**src/rtl/psk_pkg.sv**
```systemverilog
// Package for the priority stack: field widths, default sizes, status and
// operation codes, and the beat and cell control struct types.
// No dependencies; every other file of the block imports it.
package psk_pkg;

   localparam int CAPACITY_DEF       = 16;
   localparam int VALUE_WIDTH_DEF    = 32;
   localparam int PRIORITY_WIDTH_DEF = 8;

   localparam int VALUE_FIELD_WIDTH    = 32;
   localparam int PRIORITY_FIELD_WIDTH = 8;
   localparam int COUNT_FIELD_WIDTH    = 5;
   localparam int STATUS_WIDTH         = 2;

   localparam int VALUE_BUS_WIDTH    = 64;
   localparam int PRIORITY_BUS_WIDTH = 32;
   localparam int COUNT_BUS_WIDTH    = 16;

   localparam logic KIND_PUSH = 1'b0;
   localparam logic KIND_POP  = 1'b1;

   localparam logic [STATUS_WIDTH-1:0] ST_DONE  = 2'd0;
   localparam logic [STATUS_WIDTH-1:0] ST_FULL  = 2'd1;
   localparam logic [STATUS_WIDTH-1:0] ST_EMPTY = 2'd2;

   typedef struct packed {
      logic                            kind;
      logic [VALUE_FIELD_WIDTH-1:0]    item_value;
      logic [PRIORITY_FIELD_WIDTH-1:0] item_priority;
   } psk_req_type;

   typedef struct packed {
      logic [VALUE_FIELD_WIDTH-1:0]    front_value;
      logic [PRIORITY_FIELD_WIDTH-1:0] front_priority;
      logic [COUNT_FIELD_WIDTH-1:0]    entry_count;
      logic                            is_empty;
      logic [STATUS_WIDTH-1:0]         status;
   } psk_rsp_type;

   typedef struct packed {
      logic push_en;
      logic pop_en;
   } psk_ctrl_type;

endpackage

```
**src/rtl/priority_stack_top.sv**
```systemverilog
// Top level of the priority stack: request and response channels, entry
// count, and the chain of psk_cell slots. Depends on psk_pkg and psk_cell.
//
// Usage: each request beat on req_ is a push (kind 0) of a value and a
// priority, or a pop (kind 1) of the front entry. Entries are kept sorted
// with the highest priority at the front; equal priorities leave last in,
// first out. Every request beat yields exactly one response beat on rsp_
// carrying the front entry, its priority, the entry count, an empty flag
// and a status: done, push rejected because full, or pop rejected because
// empty. A rejected beat leaves the store unchanged.
// The response is registered and valid in the cycle after the request is
// accepted. Throughput is one beat per cycle while req_stall is low, set by
// the single update of all cells in parallel from their neighbors.
// A response waits in its output register while rsp_stall is high; during
// that time req_stall is high and the store holds still.
// Reset empties the store at once and drops any pending response.
module priority_stack_top #(
   parameter int CAPACITY       = psk_pkg::CAPACITY_DEF,
   parameter int VALUE_WIDTH    = psk_pkg::VALUE_WIDTH_DEF,
   parameter int PRIORITY_WIDTH = psk_pkg::PRIORITY_WIDTH_DEF
) (
   input  logic                 clock,
   input  logic                 reset,
   input  logic                 req_valid,
   output logic                 req_stall,
   input  psk_pkg::psk_req_type req_data,
   output logic                 rsp_valid,
   input  logic                 rsp_stall,
   output psk_pkg::psk_rsp_type rsp_data
);
   import psk_pkg::*;

   localparam int CW = $clog2(CAPACITY + 1);

   logic [CW-1:0]           count_ff, count_in;
   logic                    rsp_valid_ff, rsp_valid_in;
   logic [STATUS_WIDTH-1:0] status_ff, status_in;

   logic accept, full, empty;
   psk_ctrl_type ctrl;

   logic [VALUE_BUS_WIDTH-1:0]    wide_new_value, wide_front_value;
   logic [PRIORITY_BUS_WIDTH-1:0] wide_new_prio, wide_front_prio;
   logic [COUNT_BUS_WIDTH-1:0]    wide_count;
   logic [VALUE_WIDTH-1:0]        new_value;
   logic [PRIORITY_WIDTH-1:0]     new_prio;

   logic [VALUE_WIDTH-1:0]    cell_value [CAPACITY];
   logic [PRIORITY_WIDTH-1:0] cell_prio  [CAPACITY];
   logic                      cell_stay  [CAPACITY];

   assign req_stall = rsp_valid_ff && rsp_stall;
   assign accept    = req_valid && !req_stall;
   assign full      = (count_ff == CW'(CAPACITY));
   assign empty     = (count_ff == '0);

   assign ctrl.push_en = accept && (req_data.kind == KIND_PUSH) && !full;
   assign ctrl.pop_en  = accept && (req_data.kind == KIND_POP) && !empty;

   assign wide_new_value = VALUE_BUS_WIDTH'(req_data.item_value);
   assign wide_new_prio  = PRIORITY_BUS_WIDTH'(req_data.item_priority);
   assign new_value      = wide_new_value[VALUE_WIDTH-1:0];
   assign new_prio       = wide_new_prio[PRIORITY_WIDTH-1:0];

   always_comb begin
      count_in     = count_ff;
      status_in    = status_ff;
      rsp_valid_in = rsp_valid_ff && rsp_stall;
      if (ctrl.push_en) begin
         count_in = count_ff + CW'(1);
      end else if (ctrl.pop_en) begin
         count_in = count_ff - CW'(1);
      end
      if (accept) begin
         rsp_valid_in = 1'b1;
         if (req_data.kind == KIND_PUSH) begin
            status_in = full ? ST_FULL : ST_DONE;
         end else begin
            status_in = empty ? ST_EMPTY : ST_DONE;
         end
      end
   end

   always_ff @(posedge clock) begin
      if (reset) begin
         count_ff     <= '0;
         rsp_valid_ff <= 1'b0;
         status_ff    <= ST_DONE;
      end else begin
         count_ff     <= count_in;
         rsp_valid_ff <= rsp_valid_in;
         status_ff    <= status_in;
      end
   end

   for (genvar i = 0; i < CAPACITY; i++) begin : g_cell
      logic                      prev_stay;
      logic [VALUE_WIDTH-1:0]    prev_value, next_value;
      logic [PRIORITY_WIDTH-1:0] prev_prio, next_prio;

      if (i == 0) begin : g_head
         assign prev_stay  = 1'b1;
         assign prev_value = new_value;
         assign prev_prio  = new_prio;
      end else begin : g_body
         assign prev_stay  = cell_stay[i-1];
         assign prev_value = cell_value[i-1];
         assign prev_prio  = cell_prio[i-1];
      end

      if (i == CAPACITY - 1) begin : g_tail
         assign next_value = cell_value[i];
         assign next_prio  = cell_prio[i];
      end else begin : g_link
         assign next_value = cell_value[i+1];
         assign next_prio  = cell_prio[i+1];
      end

      psk_cell #(
         .VALUE_WIDTH   (VALUE_WIDTH),
         .PRIORITY_WIDTH(PRIORITY_WIDTH)
      ) u_cell (
         .clock     (clock),
         .ctrl      (ctrl),
         .new_value (new_value),
         .new_prio  (new_prio),
         .occupied  (count_ff > CW'(i)),
         .prev_stay (prev_stay),
         .prev_value(prev_value),
         .prev_prio (prev_prio),
         .next_value(next_value),
         .next_prio (next_prio),
         .stay      (cell_stay[i]),
         .value     (cell_value[i]),
         .prio      (cell_prio[i])
      );
   end

   assign wide_front_value = empty ? '0 : VALUE_BUS_WIDTH'(cell_value[0]);
   assign wide_front_prio  = empty ? '0 : PRIORITY_BUS_WIDTH'(cell_prio[0]);
   assign wide_count       = COUNT_BUS_WIDTH'(count_ff);

   assign rsp_valid               = rsp_valid_ff;
   assign rsp_data.front_value    = wide_front_value[VALUE_FIELD_WIDTH-1:0];
   assign rsp_data.front_priority = wide_front_prio[PRIORITY_FIELD_WIDTH-1:0];
   assign rsp_data.entry_count    = wide_count[COUNT_FIELD_WIDTH-1:0];
   assign rsp_data.is_empty       = empty;
   assign rsp_data.status         = status_ff;

   a_count_bound: assert property (@(posedge clock) disable iff (reset)
      count_ff <= CW'(CAPACITY))
      else $error("entry count exceeds capacity");

   a_beat_answered: assert property (@(posedge clock) disable iff (reset)
      accept |=> rsp_valid_ff)
      else $error("accepted request beat got no response beat");

   a_full_status: assert property (@(posedge clock) disable iff (reset)
      (rsp_valid_ff && status_ff == ST_FULL) |-> full)
      else $error("push rejected while the store was not full");

   a_pop_count: assert property (@(posedge clock) disable iff (reset)
      ctrl.pop_en |=> (count_ff == $past(count_ff) - CW'(1)))
      else $error("pop did not lower the entry count by one");

   a_front_sorted: assert property (@(posedge clock) disable iff (reset)
      (count_ff >= CW'(2)) |-> (cell_prio[0] >= cell_prio[1]))
      else $error("front entry has lower priority than the second");

endmodule

```
**src/rtl/psk_cell.sv**
```systemverilog
// One slot of the sorted chain: holds a value and its priority and moves
// them to or from its neighbors on push and pop. Depends on psk_pkg.
module psk_cell #(
   parameter int VALUE_WIDTH    = psk_pkg::VALUE_WIDTH_DEF,
   parameter int PRIORITY_WIDTH = psk_pkg::PRIORITY_WIDTH_DEF
) (
   input  logic                      clock,
   input  psk_pkg::psk_ctrl_type     ctrl,
   input  logic [VALUE_WIDTH-1:0]    new_value,
   input  logic [PRIORITY_WIDTH-1:0] new_prio,
   input  logic                      occupied,
   input  logic                      prev_stay,
   input  logic [VALUE_WIDTH-1:0]    prev_value,
   input  logic [PRIORITY_WIDTH-1:0] prev_prio,
   input  logic [VALUE_WIDTH-1:0]    next_value,
   input  logic [PRIORITY_WIDTH-1:0] next_prio,
   output logic                      stay,
   output logic [VALUE_WIDTH-1:0]    value,
   output logic [PRIORITY_WIDTH-1:0] prio
);
   import psk_pkg::*;

   logic [VALUE_WIDTH-1:0]    value_ff, value_in;
   logic [PRIORITY_WIDTH-1:0] prio_ff, prio_in;

   // A stored entry of strictly higher priority keeps its place on a push.
   assign stay = occupied && (prio_ff > new_prio);

   always_comb begin
      value_in = value_ff;
      prio_in  = prio_ff;
      if (ctrl.push_en && !stay) begin
         if (prev_stay) begin
            value_in = new_value;
            prio_in  = new_prio;
         end else begin
            value_in = prev_value;
            prio_in  = prev_prio;
         end
      end else if (ctrl.pop_en) begin
         value_in = next_value;
         prio_in  = next_prio;
      end
   end

   always_ff @(posedge clock) begin
      value_ff <= value_in;
      prio_ff  <= prio_in;
   end

   assign value = value_ff;
   assign prio  = prio_ff;

endmodule
```
**config.mk**
```make
export PLATFORM = sky130hd
export DESIGN_NAME = priority_stack_top
export DESIGN_NICKNAME = d
export VERILOG_FILES = /design/src/rtl/psk_pkg.sv /design/src/rtl/priority_stack_top.sv /design/src/rtl/psk_cell.sv
export SDC_FILE = /design/constraint.sdc
export NUM_CORES = 2
export LEC_CHECK = 0
export BUFFER_PORTS_ARGS = -buffer_cell sky130_fd_sc_hd__buf_2
export CAP_MARGIN = 0
export CORE_ASPECT_RATIO = 1.5
export CORE_MARGIN = 1.5
export CORE_UTILIZATION = 25
export CTS_BUF_LIST = sky130_fd_sc_hd__clkbuf_4 sky130_fd_sc_hd__clkbuf_8
export DETAILED_ROUTE_END_ITERATION = 16
export HOLD_SLACK_MARGIN = 0.06
export PLACE_DENSITY = 0.41
export SYNTH_ARGS = -nofsm -noshare
export SYNTH_HDL_FRONTEND = slang
export SYNTH_SLANG_ARGS = --single-unit
```
**constraint.sdc**
```tcl
create_clock -name clock -period 13.3 [get_ports clock]
set_clock_uncertainty 0.1 [all_clocks]
set_input_delay 1.995 -clock clock [delete_from_list [all_inputs] [get_ports clock]]
set_output_delay 1.995 -clock clock [all_outputs]
set_load 0.1 [all_outputs]
```
# Word level (Yosys, flattened, before mapping)
# Cells that the tools add are included.
dict set report totals {
  latchBits 0
  ram_bits 0
  in_bits 45
  romBits 0
  output_inout_bits 50
  reg_bits 648
  memories 0
  word_cells 243
}
dict set report classes {
  n_mux 98
  div_mod_pow 0
  n_lt_le_gt_ge 32
  n_reduce_logical 74
  n_eq_ne 1
  bitwise 1
  n_mul 0
  n_addsub 2
  shifts 0
}
# op n
set op_table {}
lappend op_table {{two-way mux 32 bit} 46}
lappend op_table {{two-way mux 8 bit} 46}
lappend op_table {{> comparator 8 bit} 16}
lappend op_table {{> comparator 5 x 4 -> 1 bit (second input constant)} 8}
lappend op_table {{logical AND 1 bit} 38}
lappend op_table {{nonzero test 2 bit} 16}
lappend op_table {{> comparator 5 x 3 -> 1 bit (second input constant)} 4}
lappend op_table {{zero test 1 bit} 19}
lappend op_table {{> comparator 5 x 1 -> 1 bit (second input constant)} 2}
lappend op_table {{> comparator 5 x 2 -> 1 bit (second input constant)} 2}
lappend op_table {{two-way mux 5 bit} 2}
lappend op_table {{adder 5 x 1 -> 5 bit (second input constant)} 1}
lappend op_table {{== test 5 bit (second input constant)} 1}
lappend op_table {{zero test 5 bit} 1}
lappend op_table {{subtractor 5 x 1 -> 5 bit (second input constant)} 1}
lappend op_table {{two-way mux 2 bit} 2}
lappend op_table {{two-way mux 1 bit} 2}
lappend op_table {{inverter 1 bit} 1}

# Depth between registers and ports, before layout
dict set report depth {
  depth_word 7
  mapped_depth 11
  depth_no_buf 8
}

# Cells and area by module
# Synthesis repeated with hierarchy kept, for this count alone.
dict set report unflattened {
  hier_cells 4941
  hier_area_um2 50169.4
}
# mod seq_area_each_um2 area_each_um2 cells_each instances
set modules_own_cells {}
lappend modules_own_cells {psk_cell 1201.2 3074.2 300 16}
lappend modules_own_cells {priority_stack_top 160.2 982.2 141 1}

# Least setup slack after synthesis
# Ideal clock, no wire load.
dict set report synth_timing {
  kind {input -> register}
  start {input port req_data[1] (netlist name)}
  end {register g_cell[13].u_cell.prio_ff[0], enable pin}
  setup_time_ns 0.493
  cell_stages 9
  setup_slack_ns 6.293
  required_time_ns 12.707
  arrival_ns 6.414
  path_buffers 2
  cell_sequence {inv_1 -> ha_1 -> nor2b_1 -> o211ai_1 -> a21oi_1 -> o31a_1 -> buf_2 -> clkbuf_1 -> o21ai_0}
}
dict set report synth_via {
  elab_chain_len 5
}
# element line_no
set synth_lines {}
lappend synth_lines {{start, declared} priority_stack_top.sv:26} ;# input psk_pkg::psk_req_type req_data,
lappend synth_lines {{> comparator 8 bit} psk_cell.sv:27} ;# assign stay = occupied && (prio_ff > new_prio);
lappend synth_lines {{logical AND 1 bit} psk_cell.sv:27}
lappend synth_lines {{zero test 1 bit} psk_cell.sv:32} ;# if (ctrl.push_en && !stay) begin
lappend synth_lines {{logical AND 1 bit} psk_cell.sv:32}
lappend synth_lines {{nonzero test 2 bit (no source line)} n/a}
lappend synth_lines {{end signal, assigned} psk_cell.sv:48} ;# prio_ff <= prio_in;
lappend synth_lines {{end, declared} psk_cell.sv:24} ;# logic [PRIORITY_WIDTH-1:0] prio_ff, prio_in;
# Every way passes these cells.
# A chain may end at the register's enable or synchronous reset.

==> reports/summary.json <==
{
  "finish": {
    "ff_latch_area_sq_um": 19400,
    "area_added_between_synthesis_and_finish_pct": 13.0,
    "multi_input_area_sq_um": 15400,
    "fin_util_pct": 28.4,
    "fillers": 15062,
    "final_nets": 3390,
    "drive_above_1_share_pct": 13.8
  },
  "clock_tree": {
    "cts_repair_resize_count": 0,
    "cts-root-to-sink-buffers": 3,
    "clkSinkCount": 648,
    "htreeDepth": 3,
    "numCtsBuffers": 117,
    "post-cts-setup-buffers": 0,
    "cts_tree": "done",
    "cts_hold_buf": 0,
    "clk_latency_ns": 0.81,
    "clkSlewWorstSetupHoldPaths_ns": 0.06,
    "clockRootBuffer": "sky130_fd_sc_hd__clkbuf_8"
  },
  "global_route": {
    "grt_antenna_before_repair": 14,
    "maximum_number_of_pins_on_one_net_before_global_route_repair": 127,
    "groute.usage.overall_pct": 16.0,
    "vias_in_the_first_global_route": 28068,
    "grt_remaining_overflow": 0,
    "global_route_wire_length_before_repair_um": 179000
  },
  "timing": {
    "final.min_clock_period_ns": 5.56,
    "max-slew-margin-rel_pct": 23.2,
    "hold_viol": 0,
    "worst_pin_slew_ns": 1.15,
    "setup_tns_ns": 0,
    "slew_violations": 0,
    "layout_setup_ws_ns": 7.74,
    "rsz0062_at_grt": "no",
    "fin_crit_sh_pct": 41.8,
    "fmax_mhz": 180,
    "report.final.setup_viol": 0,
    "final.hold.worst_slack_ns": 0.354
  },
  "floorplan": {
    "start_util_pct": 25.1,
    "core_area_sq_um": 143000,
    "dieWidth_um": 312,
    "io_pins": 95,
    "die-area_sq_um": 146000,
    "die-height_um": 467,
    "rows": 170
  },
  "logic_synthesis": {
    "cell_count_after_synthesis": 3193,
    "synth_fp_nets": 3372,
    "yosysMostFrequentCell": "sky130_fd_sc_hd__a21oi_1",
    "number_of_enable_type_register_cells_in_the_synthesized_netlist": 640,
    "synth_area_leaders": "sky130_fd_sc_hd__edfxtp_1, sky130_fd_sc_hd__mux2i_1, sky130_fd_sc_hd__a21oi_1, sky130_fd_sc_hd__nor2_1, sky130_fd_sc_hd__ha_1",
    "seq_area_frac_synth_pct": 54.1,
    "syn_avg_cell_area_sq_um": 11.2,
    "cell_area_after_synthesis_sq_um": 35800,
    "ys_seq_elements": 648,
    "synthDominantAreaCellType": "sky130_fd_sc_hd__edfxtp_1",
    "ys_warn_count": 0,
    "synth_cell_type_count": 61,
    "synth_commonest_cells": "sky130_fd_sc_hd__a21oi_1, sky130_fd_sc_hd__edfxtp_1, sky130_fd_sc_hd__mux2i_1",
    "post-synth-top-area-fraction_pct": 53.6,
    "ys.flop_type": "sky130_fd_sc_hd__edfxtp_1",
    "asyncSetResetFlopFracSynth_pct": 0
  },
  "worst_hold_path": {
    "hold_path.class": "flip-flop to flip-flop"
  },
  "drt": {
    "post_drt_via_cell_ratio": 4.97,
    "wire_length_per_cell_after_detailed_routing_um": 22.9,
    "firstDrtPassIters": 7,
    "amount_of_wire_on_met3_after_detailed_routing_um": 4080,
    "detailedRoute.firstIterationViolations": 1228,
    "drc_errors": 0,
    "antenna_nets_post_route": 0,
    "top_layer_used": "met5",
    "met2_length_um": 64200,
    "m1WireLength_um": 48200,
    "postRouteWirelength_um": 119000,
    "dr_total_vias": 25849
  },
  "setup_path": {
    "critical_path_arrival_ns": 3.46,
    "endpoint_kind": "output port",
    "critPathRequiredTime_ns": 11.20,
    "critical_path_class": "flip-flop to output port",
    "kind_of_start_point_of_the_critical_path": "flip-flop",
    "cp_max_fo": 44
  },
  "flow_run": {
    "drv_cap": 0
  },
  "placement": {
    "placement.io_buffers": 94,
    "detailedPlace.worstSlack_ns": 7.39,
    "place.gp.congestion": 0.768,
    "dp.final_hpwl_um": 77200
  },
  "pwr": {
    "leakage_uw": 0.0172,
    "power_uw": 7250,
    "vdd_drop_max_mv": 0.0740,
    "power-per-cell-area_nw_per_um2": 179
  },
  "status": {
    "outcome": "finished clean"
  }
}
flip-flops by register name, indices dropped and copies added, names as in the netlist:
| name | cells |
|---|---|
| g_cell.u_cell.value | 512 |
| g_cell.u_cell.prio | 128 |
| count_ff | 5 |
| status_ff | 2 |
| rsp_valid | 1 |
kinds of logic after synthesis:
family	synth area share, %
adder cells (fa/ha/maj)	4.68
AO/OA/AOI/OAI	12.3
buffers and inverters	3.50
XOR/XNOR	0.0733
multiplexers	16.8
AND/OR/NAND/NOR	8.53
flip-flops	54.1
placed cells by master (no fill, tap or decap), drive strengths merged, types with 4 or more instances in the layout:
cell type | synthesis | layout
edfxtp | 640 | 640
buf | 124 | 154
nor2b | 57 | 57
nand2 | 105 | 105
a211oi | 6 | 6
a211o | 8 | 8
nand4bb | 4 | 4
nand4 | 34 | 34
mux2 | 73 | 73
o31a | 4 | 4
o22ai | 4 | 4
o21ai | 23 | 23
o21a | 4 | 4
a31oi | 43 | 43
clkinv | 0 | 49
inv | 32 | 35
nand3 | 8 | 8
mux2i | 520 | 520
ha | 134 | 134
nor2 | 468 | 468
a21oi | 686 | 686
diode | 0 | 8
clkbuf | 131 | 158
and2 | 4 | 4
o211ai | 19 | 19
dfxtp | 8 | 8
nand2b | 14 | 14
cell type report:
class | count | area share (%)
Timing Repair Buffer | 154 | 2.30
Sequential cell | 648 | 47.8
Clock inverter | 56 | 0.837
Inverter | 32 | 0.296
Antenna cell | 8 | 0.0494
Clock buffer | 158 | 4.78
Tap cell | 1892 | 5.84
Multi-Input combinational cell | 2258 | 38.1
per-layer routing:
layer,vias up,global-route usage (%)
met5,-,0
met4,6,4.71
met3,164,2.48
met2,405,30.5
met1,13326,18.2
li1,11948,-
worst paths after layout:
| check | start | end | slack (ns) | depth (start not counted) |
|---|---|---|---|---|
| setup / recovery | count_ff[0] | rsp_data[23] | 7.74 | 6 |
| hold / removal | status_ff[1] | status_ff[1] | 0.35 | 2 |
| setup reg to reg | count_ff[0] | g_cell[0].u_cell.value[22] | 8.97 | 9 |
| hold reg to reg | status_ff[1] | status_ff[1] | 0.35 | 2 |
critical path, cell delays in order, from the launching register on:
cell	delay, ns
sky130_fd_sc_hd__dfxtp_1	0.68
sky130_fd_sc_hd__inv_1	0.19
sky130_fd_sc_hd__ha_1	0.26
sky130_fd_sc_hd__nor4b_4	0.13
sky130_fd_sc_hd__buf_4	0.28
sky130_fd_sc_hd__nor2b_1	0.51
sky130_fd_sc_hd__buf_2	0.53
power breakdown:
group          switching (uW)  total, uW  internal, uW
sequential                278       3110          2830
clock                     922       1920          1000
combinational            1550       2220           676
total                    2750       7250          4500
through the flow:
step,cell area [sq um],std cells
after floorplan,35800,3193
after global placement,38200,4984
after detailed placement,38200,4984
after CTS,40500,5198
after global routing,40500,5200
final,40500,5206
(Power assumes the default switching activity.)
